### config.mk
export PLATFORM = sky130hd
export DESIGN_NAME = rc_link_frame_decoder_flat
export DESIGN_NICKNAME = d
export VERILOG_FILES = /design/src/hdl/rcfd_pkg.sv /design/src/hdl/rcfd_ifs.sv /design/src/hdl/rcfd_front.sv /design/src/hdl/rcfd_queue.sv /design/src/hdl/rcfd_back.sv /design/src/hdl/rc_link_frame_decoder.sv /design/src/flat_wrapper.sv
export VERILOG_INCLUDE_DIRS = /design/src /design/src/hdl
export SDC_FILE = /design/constraint.sdc
export NUM_CORES = 2
export LEC_CHECK = 0
export BUFFER_PORTS_ARGS = -buffer_cell sky130_fd_sc_hd__buf_4
export CAP_MARGIN = 10
export CORE_UTILIZATION = 63
export DETAILED_ROUTE_END_ITERATION = 16
export PLACE_DENSITY = 0.84
export SLEW_MARGIN = 10
export SYNTH_ARGS = -nofsm -noshare
export SYNTH_HDL_FRONTEND = slang
export SYNTH_SLANG_ARGS = --single-unit
### constraint.sdc
create_clock -name clk -period 18.7 [get_ports clk]
set_input_delay 1.87 -clock clk [delete_from_list [all_inputs] [get_ports clk]]
set_output_delay 1.87 -clock clk [all_outputs]
set_load 0.05 [all_outputs]
### src/hdl/rc_link_frame_decoder_assert.svh
// Assertion macros for the RC link frame decoder.
// Depends on signals clk and arst_n in the including scope.
`ifndef RC_LINK_FRAME_DECODER_ASSERT_SVH
`define RC_LINK_FRAME_DECODER_ASSERT_SVH
`ifndef SYNTHESIS
`define RCFD_ASSERT_NOW(lbl, ante, cons) \
	lbl: assert property (@(posedge clk) disable iff (!arst_n) (ante) |-> (cons)) \
		else $error("rcfd assertion failed");
`define RCFD_ASSERT_NEXT(lbl, ante, cons) \
	lbl: assert property (@(posedge clk) disable iff (!arst_n) (ante) |=> (cons)) \
		else $error("rcfd assertion failed");
`else
`define RCFD_ASSERT_NOW(lbl, ante, cons)
`define RCFD_ASSERT_NEXT(lbl, ante, cons)
`endif
`endif

### src/hdl/rcfd_pkg.sv
// Shared constants, types and the CRC-8 step for the RC link frame decoder.
// No dependencies.
package rcfd_pkg;

	localparam int FRAME_STORE_DEPTH = 64;
	localparam int CHANNEL_COUNT     = 16;
	localparam int CHAN_BITS         = 11;
	localparam int DATA_BYTES        = 22;
	localparam int DATA_W            = DATA_BYTES * 8;
	localparam int SH_DEPTH          = DATA_BYTES + 1;

	localparam logic [7:0] SBUS_SYNC     = 8'h0F;
	localparam logic [6:0] SBUS_FRAME    = 7'd25;
	localparam int         FLAG_LOST     = 2;
	localparam int         FLAG_FS       = 3;
	localparam logic [7:0] CRSF_SYNC_A   = 8'hC8;
	localparam logic [7:0] CRSF_SYNC_B   = 8'hEE;
	localparam logic [7:0] CRSF_TYPE_RC  = 8'h16;
	localparam logic [7:0] CRSF_RC_LEN   = 8'd24;
	localparam logic [7:0] CRSF_MIN_LEN  = 8'd2;
	localparam logic [7:0] CRSF_MAX_LEN  = 8'(FRAME_STORE_DEPTH - 2);
	localparam logic [7:0] CRC_POLY      = 8'hD5;

	localparam logic [10:0] CRSF_LO      = 11'd172;
	localparam logic [10:0] CRSF_HI      = 11'd1811;
	localparam logic [20:0] CRSF_ROUND   = 21'd819;
	// floor(x / 1639) == (x * RECIP) >> 32 for every x below 2^21
	localparam logic [21:0] CRSF_RECIP   = 22'd2620481;
	localparam logic [11:0] SBUS_OFFS    = 12'd880;
	localparam logic [11:0] CRSF_OFFS    = 12'd988;

	localparam logic [1:0] REG_MODE = 2'd0;
	localparam logic [1:0] REG_GAP  = 2'd1;
	localparam logic [1:0] REG_HOLD = 2'd2;

	localparam logic [1:0] KIND_CHANNEL = 2'd0;
	localparam logic [1:0] KIND_STATUS  = 2'd1;
	localparam logic [1:0] KIND_REJECT  = 2'd2;

	typedef struct packed {
		logic [1:0]        kind;
		logic              crsf;
		logic              lost;
		logic              fs;
		logic [31:0]       good;
		logic [31:0]       bad;
		logic [DATA_W-1:0] data;
	} job_t;

	typedef struct packed {
		logic full;
		logic empty;
	} q_stat_t;

	function automatic logic [7:0] crc8_byte(input logic [7:0] crc_in, input logic [7:0] b);
		logic [7:0] c;
		c = crc_in ^ b;
		for (int i = 0; i < 8; i++) begin
			c = c[7] ? ((c << 1) ^ CRC_POLY) : (c << 1);
		end
		return c;
	endfunction

endpackage

### src/hdl/rcfd_ifs.sv
// Handshake channel interfaces: line bytes in, results out, register writes.
// Depends on nothing.
interface rcfd_byte_if;
	logic        valid;
	logic        ready;
	logic [7:0]  line_byte;
	logic [31:0] arrival_time_us;
	modport source (output valid, line_byte, arrival_time_us, input ready);
	modport sink   (input valid, line_byte, arrival_time_us, output ready);
endinterface

interface rcfd_result_if;
	logic        valid;
	logic        ready;
	logic [1:0]  result_kind;
	logic [3:0]  channel_number;
	logic [10:0] channel_raw_value;
	logic [11:0] channel_pulse_us;
	logic        frame_lost_flag;
	logic        failsafe_flag;
	logic [31:0] good_frame_count;
	logic [31:0] bad_frame_count;
	logic        last_of_frame;
	modport source (output valid, result_kind, channel_number, channel_raw_value,
		channel_pulse_us, frame_lost_flag, failsafe_flag, good_frame_count,
		bad_frame_count, last_of_frame, input ready);
	modport sink (input valid, result_kind, channel_number, channel_raw_value,
		channel_pulse_us, frame_lost_flag, failsafe_flag, good_frame_count,
		bad_frame_count, last_of_frame, output ready);
endinterface

interface rcfd_cfg_if;
	logic        valid;
	logic        ready;
	logic [1:0]  reg_index;
	logic [19:0] wdata;
	modport source (output valid, reg_index, wdata, input ready);
	modport sink   (input valid, reg_index, wdata, output ready);
endinterface

### src/hdl/rcfd_front.sv
// Front end: config registers, gap timing, SBUS/CRSF framing, CRC and failsafe.
// Depends on rcfd_pkg and rcfd_ifs; pushes finished frame jobs to the queue.
module rcfd_front import rcfd_pkg::*; (
	input  logic        clk,
	input  logic        arst_n,
	rcfd_byte_if.sink   byte_ch,
	rcfd_cfg_if.sink    cfg_ch,
	input  q_stat_t     q_stat,
	output logic        q_push,
	output job_t        q_job
);

	logic        mode_q;
	logic [15:0] gap_lim_q;
	logic [19:0] hold_q;
	logic [6:0]  fill_q;
	logic [31:0] prev_q;
	logic        pending_q;
	logic [31:0] start_q;
	logic [31:0] good_q;
	logic [31:0] bad_q;
	logic [7:0]  crc_q;
	logic [7:0]  len_q;
	logic [7:0]  type_q;
	logic [7:0]  sh_q [SH_DEPTH];

	logic        accept;
	logic [7:0]  b;
	logic [31:0] gap;
	logic [6:0]  fill_cur;
	logic [6:0]  fill_n;
	logic        do_store;
	logic [7:0]  len_n, type_n, crc_n;
	logic [31:0] good_n, bad_n;
	logic        pending_n;
	logic [31:0] start_n;
	logic [31:0] elapsed;
	logic        fs_now;
	logic        footer_ok;
	logic [DATA_W-1:0] sbus_data, crsf_data;

	// a register write takes the cycle; line bytes wait for it
	assign byte_ch.ready = !q_stat.full && !cfg_ch.valid;
	assign cfg_ch.ready  = 1'b1;
	assign accept        = byte_ch.valid && byte_ch.ready;

	assign b        = mode_q ? byte_ch.line_byte : ~byte_ch.line_byte;
	assign gap      = byte_ch.arrival_time_us - prev_q;
	assign fill_cur = (gap > {16'd0, gap_lim_q}) ? 7'd0 : fill_q;
	assign elapsed  = byte_ch.arrival_time_us - start_q;
	assign fs_now   = pending_q ? (elapsed >= {12'd0, hold_q}) : (hold_q == 20'd0);
	assign footer_ok = (b == 8'd0) || (b[3:0] == 4'h4);

	for (genvar i = 0; i < DATA_BYTES; i++) begin : g_data
		assign sbus_data[8*i +: 8] = sh_q[DATA_BYTES - i];
		assign crsf_data[8*i +: 8] = sh_q[DATA_BYTES - 1 - i];
	end

	always_comb begin
		fill_n    = fill_cur;
		do_store  = 1'b0;
		len_n     = len_q;
		type_n    = type_q;
		crc_n     = crc_q;
		good_n    = good_q;
		bad_n     = bad_q;
		pending_n = pending_q;
		start_n   = start_q;
		q_push    = 1'b0;
		q_job     = '0;
		if (!mode_q) begin
			if (fill_cur == 7'd0) begin
				if (b == SBUS_SYNC) begin
					do_store = 1'b1;
					fill_n   = 7'd1;
				end
			end else begin
				do_store = 1'b1;
				fill_n   = fill_cur + 7'd1;
				if (fill_n == SBUS_FRAME) begin
					fill_n = 7'd0;
					if (footer_ok) begin
						good_n      = good_q + 32'd1;
						q_push      = accept;
						q_job.lost  = sh_q[0][FLAG_LOST];
						q_job.data  = sbus_data;
						if (sh_q[0][FLAG_FS]) begin
							q_job.kind = KIND_STATUS;
							q_job.fs   = fs_now;
							if (!pending_q) begin
								pending_n = 1'b1;
								start_n   = byte_ch.arrival_time_us;
							end
						end else begin
							q_job.kind = KIND_CHANNEL;
							pending_n  = 1'b0;
						end
					end
				end
			end
		end else if (fill_cur != 7'd0 || b == CRSF_SYNC_A || b == CRSF_SYNC_B) begin
			do_store = 1'b1;
			fill_n   = fill_cur + 7'd1;
			if (fill_cur == 7'd1) begin
				len_n = b;
				if (b < CRSF_MIN_LEN || b > CRSF_MAX_LEN) begin
					fill_n     = 7'd0;
					bad_n      = bad_q + 32'd1;
					q_push     = accept;
					q_job.kind = KIND_REJECT;
				end
			end else if (fill_cur >= 7'd2) begin
				if (fill_cur == 7'd2) begin
					type_n = b;
				end
				if ({1'b0, fill_cur} <= len_q) begin
					crc_n = crc8_byte((fill_cur == 7'd2) ? 8'd0 : crc_q, b);
				end
				if ({1'b0, fill_cur} == 8'(len_q + 8'd1)) begin
					fill_n = 7'd0;
					q_push = accept;
					if (len_q == CRSF_RC_LEN && type_q == CRSF_TYPE_RC && crc_q == b) begin
						good_n     = good_q + 32'd1;
						q_job.kind = KIND_CHANNEL;
						q_job.crsf = 1'b1;
						q_job.data = crsf_data;
					end else begin
						bad_n      = bad_q + 32'd1;
						q_job.kind = KIND_REJECT;
					end
				end
			end
		end
		q_job.good = good_n;
		q_job.bad  = bad_n;
	end

	always_ff @(posedge clk or negedge arst_n) begin
		if (!arst_n) begin
			mode_q    <= 1'b0;
			gap_lim_q <= 16'd500;
			hold_q    <= 20'd100000;
			fill_q    <= '0;
			prev_q    <= '0;
			pending_q <= 1'b0;
			start_q   <= '0;
			good_q    <= '0;
			bad_q     <= '0;
		end else if (cfg_ch.valid) begin
			unique case (cfg_ch.reg_index)
				REG_MODE: begin
					mode_q    <= cfg_ch.wdata[0];
					fill_q    <= '0;
					prev_q    <= '0;
					pending_q <= 1'b0;
					start_q   <= '0;
					good_q    <= '0;
					bad_q     <= '0;
				end
				REG_GAP:  gap_lim_q <= cfg_ch.wdata[15:0];
				REG_HOLD: hold_q    <= cfg_ch.wdata;
				default: ;
			endcase
		end else if (accept) begin
			fill_q    <= fill_n;
			prev_q    <= byte_ch.arrival_time_us;
			pending_q <= pending_n;
			start_q   <= start_n;
			good_q    <= good_n;
			bad_q     <= bad_n;
		end
	end

	// frame bytes, sync byte included, and per-frame CRSF header
	always_ff @(posedge clk) begin
		if (accept && do_store) begin
			sh_q[0] <= b;
			for (int k = 1; k < SH_DEPTH; k++) begin
				sh_q[k] <= sh_q[k-1];
			end
			len_q  <= len_n;
			type_q <= type_n;
			crc_q  <= crc_n;
		end
	end

endmodule

### src/hdl/rcfd_queue.sv
// Two-entry job queue between the framing front end and the result back end.
// Depends on rcfd_pkg.
module rcfd_queue import rcfd_pkg::*; (
	input  logic    clk,
	input  logic    arst_n,
	input  logic    push,
	input  job_t    push_job,
	input  logic    pop,
	output job_t    head,
	output q_stat_t stat
);

	job_t       mem_q [2];
	logic       wr_q, rd_q;
	logic [1:0] cnt_q;

	assign head       = mem_q[rd_q];
	assign stat.full  = (cnt_q == 2'd2);
	assign stat.empty = (cnt_q == 2'd0);

	always_ff @(posedge clk or negedge arst_n) begin
		if (!arst_n) begin
			wr_q  <= 1'b0;
			rd_q  <= 1'b0;
			cnt_q <= '0;
		end else begin
			if (push) wr_q <= !wr_q;
			if (pop)  rd_q <= !rd_q;
			cnt_q <= cnt_q + {1'b0, push} - {1'b0, pop};
		end
	end

	always_ff @(posedge clk) begin
		if (push) mem_q[wr_q] <= push_job;
	end

endmodule

### src/hdl/rcfd_back.sv
// Back end: expands a frame job into results, unpacking and scaling channels.
// Depends on rcfd_pkg and rcfd_ifs.
module rcfd_back import rcfd_pkg::*; (
	input  logic          clk,
	input  logic          arst_n,
	input  job_t          head,
	input  q_stat_t       q_stat,
	output logic          q_pop,
	rcfd_result_if.source result_ch
);

	logic              busy_q;
	logic [3:0]        ch_q;
	job_t              job_q;
	logic              ovalid_q;
	logic [1:0]        kind_q;
	logic [3:0]        chn_q;
	logic [10:0]       raw_q;
	logic [11:0]       us_q;
	logic              lost_q, fs_q, last_q;
	logic [31:0]       good_q, bad_q;

	logic        advance;
	logic        last;
	logic [10:0] raw, clamped;
	logic [13:0] sbus_x;
	logic [20:0] crsf_x;
	logic [42:0] prod;
	logic [11:0] us;

	assign advance = !ovalid_q || result_ch.ready;
	assign q_pop   = !busy_q && !q_stat.empty;
	assign last    = (job_q.kind != KIND_CHANNEL) || (ch_q == 4'(CHANNEL_COUNT - 1));

	assign raw     = job_q.data[CHAN_BITS-1:0];
	assign clamped = (raw < CRSF_LO) ? CRSF_LO : ((raw > CRSF_HI) ? CRSF_HI : raw);
	assign sbus_x  = {3'd0, raw} * 14'd5 + 14'd4;
	assign crsf_x  = {11'(clamped - CRSF_LO), 10'd0} + CRSF_ROUND;
	assign prod    = {22'd0, crsf_x} * {21'd0, CRSF_RECIP};
	assign us      = job_q.crsf ? (CRSF_OFFS + {1'b0, prod[42:32]})
	                            : (SBUS_OFFS + {1'b0, sbus_x[13:3]});

	always_ff @(posedge clk or negedge arst_n) begin
		if (!arst_n) begin
			busy_q   <= 1'b0;
			ovalid_q <= 1'b0;
		end else begin
			if (q_pop) begin
				busy_q <= 1'b1;
			end else if (advance && busy_q && last) begin
				busy_q <= 1'b0;
			end
			if (advance) ovalid_q <= busy_q;
		end
	end

	always_ff @(posedge clk) begin
		if (q_pop) begin
			job_q <= head;
			ch_q  <= '0;
		end else if (advance && busy_q) begin
			ch_q       <= ch_q + 4'd1;
			job_q.data <= job_q.data >> CHAN_BITS;
		end
		if (advance && busy_q) begin
			kind_q <= job_q.kind;
			lost_q <= job_q.lost;
			fs_q   <= job_q.fs;
			good_q <= job_q.good;
			bad_q  <= job_q.bad;
			last_q <= last;
			if (job_q.kind == KIND_CHANNEL) begin
				chn_q <= ch_q;
				raw_q <= job_q.crsf ? clamped : raw;
				us_q  <= us;
			end else begin
				chn_q <= '0;
				raw_q <= '0;
				us_q  <= '0;
			end
		end
	end

	assign result_ch.valid             = ovalid_q;
	assign result_ch.result_kind       = kind_q;
	assign result_ch.channel_number    = chn_q;
	assign result_ch.channel_raw_value = raw_q;
	assign result_ch.channel_pulse_us  = us_q;
	assign result_ch.frame_lost_flag   = lost_q;
	assign result_ch.failsafe_flag     = fs_q;
	assign result_ch.good_frame_count  = good_q;
	assign result_ch.bad_frame_count   = bad_q;
	assign result_ch.last_of_frame     = last_q;

endmodule

### src/hdl/rc_link_frame_decoder.sv
// RC link frame decoder (SBUS / CRSF) top level.
// Path: a frame-ending byte's job passes the queue, back-end job and output regs.
// Throughput: one byte per cycle while the job queue has room and no register
// write is taken; a channel frame drains as 16 results after a back-end load.
// Reset: arst_n async, clears framing, counters, failsafe state and queue;
// registers return to SBUS, 500 us gap, 100000 us hold.
`include "rc_link_frame_decoder_assert.svh"
module rc_link_frame_decoder import rcfd_pkg::*; (
	input  logic          clk,
	input  logic          arst_n,
	rcfd_byte_if.sink     byte_ch,
	rcfd_cfg_if.sink      cfg_ch,
	rcfd_result_if.source result_ch
);

	// front/back decoupling: each CRSF outcome or good SBUS frame becomes one job
	logic    q_push, q_pop;
	job_t    q_job, q_head;
	q_stat_t q_stat;

	// front: timing, framing, CRC, counters; stalls when the queue is full
	// or a register write is being taken
	rcfd_front u_front (
		.clk     (clk),
		.arst_n  (arst_n),
		.byte_ch (byte_ch),
		.cfg_ch  (cfg_ch),
		.q_stat  (q_stat),
		.q_push  (q_push),
		.q_job   (q_job)
	);

	// two-deep queue absorbs a frame outcome while the previous one drains
	rcfd_queue u_queue (
		.clk      (clk),
		.arst_n   (arst_n),
		.push     (q_push),
		.push_job (q_job),
		.pop      (q_pop),
		.head     (q_head),
		.stat     (q_stat)
	);

	// back: one result per cycle while result_ch is ready; output is registered
	rcfd_back u_back (
		.clk       (clk),
		.arst_n    (arst_n),
		.head      (q_head),
		.q_stat    (q_stat),
		.q_pop     (q_pop),
		.result_ch (result_ch)
	);

	`RCFD_ASSERT_NOW(a_q_sane, 1'b1, !(q_stat.full && q_stat.empty))
	`RCFD_ASSERT_NOW(a_pop_nonempty, q_pop, !q_stat.empty)
	`RCFD_ASSERT_NEXT(a_push_lands, q_push && q_stat.empty, !q_stat.empty)
	`RCFD_ASSERT_NOW(a_kind_legal, result_ch.valid, result_ch.result_kind <= KIND_REJECT)

endmodule
### src/flat_wrapper.sv
// flat-port wrapper written by rule: the top's interface ports become plain ports
module rc_link_frame_decoder_flat import rcfd_pkg::*;
  (clk, arst_n, byte_ch_valid, byte_ch_line_byte, byte_ch_arrival_time_us, byte_ch_ready, cfg_ch_valid, cfg_ch_reg_index, cfg_ch_wdata, cfg_ch_ready, result_ch_valid, result_ch_result_kind, result_ch_channel_number, result_ch_channel_raw_value, result_ch_channel_pulse_us, result_ch_frame_lost_flag, result_ch_failsafe_flag, result_ch_good_frame_count, result_ch_bad_frame_count, result_ch_last_of_frame, result_ch_ready);
  rcfd_byte_if byte_ch_i ();
  rcfd_cfg_if cfg_ch_i ();
  rcfd_result_if result_ch_i ();
  input  logic clk;
  input  logic arst_n;
  input wire logic [$bits(byte_ch_i.valid)-1:0] byte_ch_valid;
  input wire logic [$bits(byte_ch_i.line_byte)-1:0] byte_ch_line_byte;
  input wire logic [$bits(byte_ch_i.arrival_time_us)-1:0] byte_ch_arrival_time_us;
  output wire logic [$bits(byte_ch_i.ready)-1:0] byte_ch_ready;
  input wire logic [$bits(cfg_ch_i.valid)-1:0] cfg_ch_valid;
  input wire logic [$bits(cfg_ch_i.reg_index)-1:0] cfg_ch_reg_index;
  input wire logic [$bits(cfg_ch_i.wdata)-1:0] cfg_ch_wdata;
  output wire logic [$bits(cfg_ch_i.ready)-1:0] cfg_ch_ready;
  output wire logic [$bits(result_ch_i.valid)-1:0] result_ch_valid;
  output wire logic [$bits(result_ch_i.result_kind)-1:0] result_ch_result_kind;
  output wire logic [$bits(result_ch_i.channel_number)-1:0] result_ch_channel_number;
  output wire logic [$bits(result_ch_i.channel_raw_value)-1:0] result_ch_channel_raw_value;
  output wire logic [$bits(result_ch_i.channel_pulse_us)-1:0] result_ch_channel_pulse_us;
  output wire logic [$bits(result_ch_i.frame_lost_flag)-1:0] result_ch_frame_lost_flag;
  output wire logic [$bits(result_ch_i.failsafe_flag)-1:0] result_ch_failsafe_flag;
  output wire logic [$bits(result_ch_i.good_frame_count)-1:0] result_ch_good_frame_count;
  output wire logic [$bits(result_ch_i.bad_frame_count)-1:0] result_ch_bad_frame_count;
  output wire logic [$bits(result_ch_i.last_of_frame)-1:0] result_ch_last_of_frame;
  input wire logic [$bits(result_ch_i.ready)-1:0] result_ch_ready;
  assign byte_ch_i.valid = byte_ch_valid;
  assign byte_ch_i.line_byte = byte_ch_line_byte;
  assign byte_ch_i.arrival_time_us = byte_ch_arrival_time_us;
  assign byte_ch_ready = byte_ch_i.ready;
  assign cfg_ch_i.valid = cfg_ch_valid;
  assign cfg_ch_i.reg_index = cfg_ch_reg_index;
  assign cfg_ch_i.wdata = cfg_ch_wdata;
  assign cfg_ch_ready = cfg_ch_i.ready;
  assign result_ch_valid = result_ch_i.valid;
  assign result_ch_result_kind = result_ch_i.result_kind;
  assign result_ch_channel_number = result_ch_i.channel_number;
  assign result_ch_channel_raw_value = result_ch_i.channel_raw_value;
  assign result_ch_channel_pulse_us = result_ch_i.channel_pulse_us;
  assign result_ch_frame_lost_flag = result_ch_i.frame_lost_flag;
  assign result_ch_failsafe_flag = result_ch_i.failsafe_flag;
  assign result_ch_good_frame_count = result_ch_i.good_frame_count;
  assign result_ch_bad_frame_count = result_ch_i.bad_frame_count;
  assign result_ch_last_of_frame = result_ch_i.last_of_frame;
  assign result_ch_i.ready = result_ch_ready;
  rc_link_frame_decoder u_core (.clk(clk), .arst_n(arst_n), .byte_ch(byte_ch_i), .cfg_ch(cfg_ch_i), .result_ch(result_ch_i));
endmodule
==> run_results.csv <==
group,metric,value,unit
floorplanning,die_h,306.3,um
synthesis,ys.flop_type,"edfxtp_1",
synthesis,synth.top_cell.area_share,53.48,%
sta,worst_hold_slack,0.4157,ns
synthesis,ys_seq_area_share,61.33,%
grt,grt_pass1_vias,36130,
floorplanning,fp.dieW,306.3,um
placement,pre_cts_ws,7.386,ns
synthesis,syn_inst,4519,
grt,track_usage,27.09,%
setup_path,end_kind,"flip-flop",
power_and_ir_drop,power_leakage,24.08,nW
layout,drive_above_1_share,11.44,%
layout,fin_util,70.24,%
synthesis,yosysUniqueCellTypes,88,
routing,drtIter0Drc,3469,
clocking,cts_tree,"done",
routing,ant_nets,0,
grt,grt.overflow.total,0,
clocking,numCtsBuffers,115,
routing,firstDrtPassIters,8,
worst_hold_path,worstHoldStart,"u_core.u_back.job_q[221]$_DFFE_PP_",
synthesis,ys_warn_count,0,
routing,wl_per_cell,21.44,um
floorplanning,pin_count,166,
synthesis,synth.avg_cell_area,12.91,um^2
setup_path,timing.critical_path.mode_cell,"inv_1",
synthesis,synth_edf_count,1039,
setup_path,r2r_start,"u_core.u_back.job_q[4]$_DFFE_PP_",
setup_path,cp_top_family,"adder cells",
routing,drt-total-wl,126.7,mm
sta,fin_tns_setup,0,ns
synthesis,synth-seq-cells,1222,
clocking,cts_root_buf,"clkbuf_16",
sta,setup_viol,0,
synthesis,ys_async_sr_fraction,14.65,%
sta,worstMarginPinSlew,1.181,ns
floorplanning,core-area,0.09166,mm^2
clocking,numClockSinks,1222,
clocking,holdBufCountCts,0,
setup_path,crit_start,"u_core.u_back.job_q[4]$_DFFE_PP_",
power_and_ir_drop,p_per_area,90.83,mW/mm^2
clocking,h-tree-depth,3,
sta,maxSlewViolCount,0,
placement,hpwl,81.34,mm
floorplanning,die_area,0.09382,mm^2
setup_path,cp.required,19.13,ns
clocking,post_cts_resized,0,
layout,nFillCells,6000,
sta,clock.fmax,89.35,MHz
grt,grt_max_degree,172,
setup_path,critPathSlowestCell,"fa_1",
setup_path,worstPathArrival,11.62,ns
layout,syn2layout_area_growth,10.37,%
floorplanning,initial_utilization,63.64,%
sta,hold_violations,0,
clocking,clock_path_buffers,3,
sta,slew_headroom,21.25,%
clocking,cts_setup_buffers,0,
sta,finalCriticalPeriod,11.19,ns
setup_path,timing.critical_path.fanout_max,11,
layout,num-nets-final,5030,
synthesis,synth_top_cell_by_area,"edfxtp_1",
routing,drc,0,
sta,worst_clock_skew,0.03922,ns
synthesis,ys_top_cells_by_area,"edfxtp_1 (53%), dfrtp_1 (7.2%), ha_1 (6.0%)",
clocking,clkLatencyLatePin,0.73,ns
placement,portBuffers,164,
synthesis,syn_area,0.05833,mm^2
grt,grt_pass1_wl,199.6,mm
sta,layout_setup_ws,7.508,ns
setup_path,crit_buf_inv,8,
placement,globalplace.congestion,0.9211,
status,status,"complete, no violations",
sta,rsz0062_at_grt,"false",
flow_run,cap_violations,0,
setup_path,path_class,"flip-flop to flip-flop",
routing,num_vias,36650,
routing,vias_per_cell,6.199,
setup_path,start_kind,"flip-flop",
power_and_ir_drop,vdd_ir_drop_max,0.08537,mV
floorplanning,rows,111,
setup_path,slowest_delay,0.61,ns
sta,finalCritPeriodShare,59.85,%
clocking,clk_pin_slew,0.06,ns
grt,antenna_found_initial,6,
worst_hold_path,min_path_type,"flip-flop to flip-flop",
## cell families (layout without fill, tap and decap cells)
| family | Yosys count | after routing | share of synthesized area, % |
|---|---|---|---|
| mux | 302 | 302 | 5.422 |
| flops | 1222 | 1222 | 61.33 |
| xor+xnor | 205 | 205 | 3.078 |
| buf+inv | 514 | 714 | 3.404 |
| compound gates | 963 | 963 | 10.83 |
| fa+ha+maj | 338 | 338 | 7.996 |
| other cells | 2 | 8 | 0.01287 |
| simple gates | 973 | 973 | 7.930 |
## worst paths after layout
path | end | slack (ns) | cells past startpoint
worst max register to register | u_core.u_back.result_ch.channel_pulse_us[7]$_SDFFCE_PP0P_ | 7.51 | 41
max in group asynchronous | u_core.u_queue.rd_q$_DFFE_PN0P_ | 15.48 | 3
worst min register to register | u_core.u_back.result_ch.good_frame_count[13]$_DFFE_PP_ | 0.42 | 0
min in group asynchronous | u_core.u_front.hold_q[8]$_DFFE_PN0P_ | 1.10 | 1
worst min-delay path | u_core.u_back.result_ch.good_frame_count[13]$_DFFE_PP_ | 0.42 | 0
worst max-delay path | u_core.u_back.result_ch.channel_pulse_us[7]$_SDFFCE_PP0P_ | 7.51 | 41
## per-stage QoR
stage	instance area [um^2]	instances	power, mW
final	64380	5911	5.848
after global routing	64380	5910	6.036
after CTS	64370	5907	5.869
after detailed placement	60590	5694	3.577
after global placement	60590	5694	3.565
after floorplan	58340	4521	3.431
## sequential cells by signal (all words and copies together), names as in the netlist, 20 cells and up
signal / cells
u_core.u_back.job_q: 245
u_core.u_back.result_ch.bad_frame_count: 32
u_core.u_back.result_ch.good_frame_count: 32
u_core.u_front.bad_q: 32
u_core.u_front.good_q: 32
u_core.u_front.hold_q: 20
u_core.u_front.prev_q: 32
u_core.u_front.sh_q: 184
u_core.u_front.start_q: 32
u_core.u_queue.mem_q: 490
## layout make-up
type                            instances  area [um^2]  area share, %
Multi-Input combinational cell       2785        20650          32.08
Clock inverter                         73        749.5          1.164
Clock buffer                          140         3032          4.709
Antenna cell                            4        10.01        0.01555
Inverter                              308         1157          1.798
Sequential cell                      1222        35780          55.57
Tap cell                             1186         1484          2.305
Timing Repair Buffer                  193         1518          2.357
## cells in the mapped netlist, types with 43 or more instances
library cell / count
a21o_1: 55
a21oi_1: 146
a22o_1: 181
a31oi_1: 55
and3_1: 43
clkbuf_1: 150
dfrtp_1: 167
edfxtp_1: 1039
fa_1: 58
ha_1: 280
inv_1: 307
mux2_2: 112
mux2i_1: 190
nand2_1: 382
nand2b_1: 60
nand3_1: 84
nor2_1: 170
nor3_1: 65
o21ai_0: 334
xnor2_1: 124
xor2_1: 81
## power by group
group	internal, mW	switching, mW	total (mW)
registers	2.99	0.0373	3.03
logic	0.200	0.305	0.505
clock network	1.30	1.02	2.32
total	4.49	1.36	5.85
## per-layer routing
| metal | track usage (%) | up-vias | share of wire (%) |
|---|---|---|---|
| met5 | 0 | - | 0.010 |
| met4 | 9.360 | 2 | 3.2 |
| met3 | 3.816 | 236 | 6.5 |
| met2 | 43.57 | 1368 | 48 |
| met1 | 38.17 | 18150 | 42 |
| li1 | - | 16890 | - |
## layout by cell type (no fill, tap or decap), types with 54 or more instances in the layout
cell type	n
a22o_1	181
nand2_1	381
xnor2_1	124
clkbuf_16	115
a21oi_1	146
nor3_1	64
nor2_1	166
a21o_1	55
mux2i_1	190
nand2b_1	59
o21ai_0	334
ha_1	280
a31oi_1	54
fa_1	58
mux2_2	112
edfxtp_1	1039
buf_4	187
xor2_1	81
nand3_1	84
inv_1	306
dfrtp_1	166
Power figures use the tool's default switching activity.
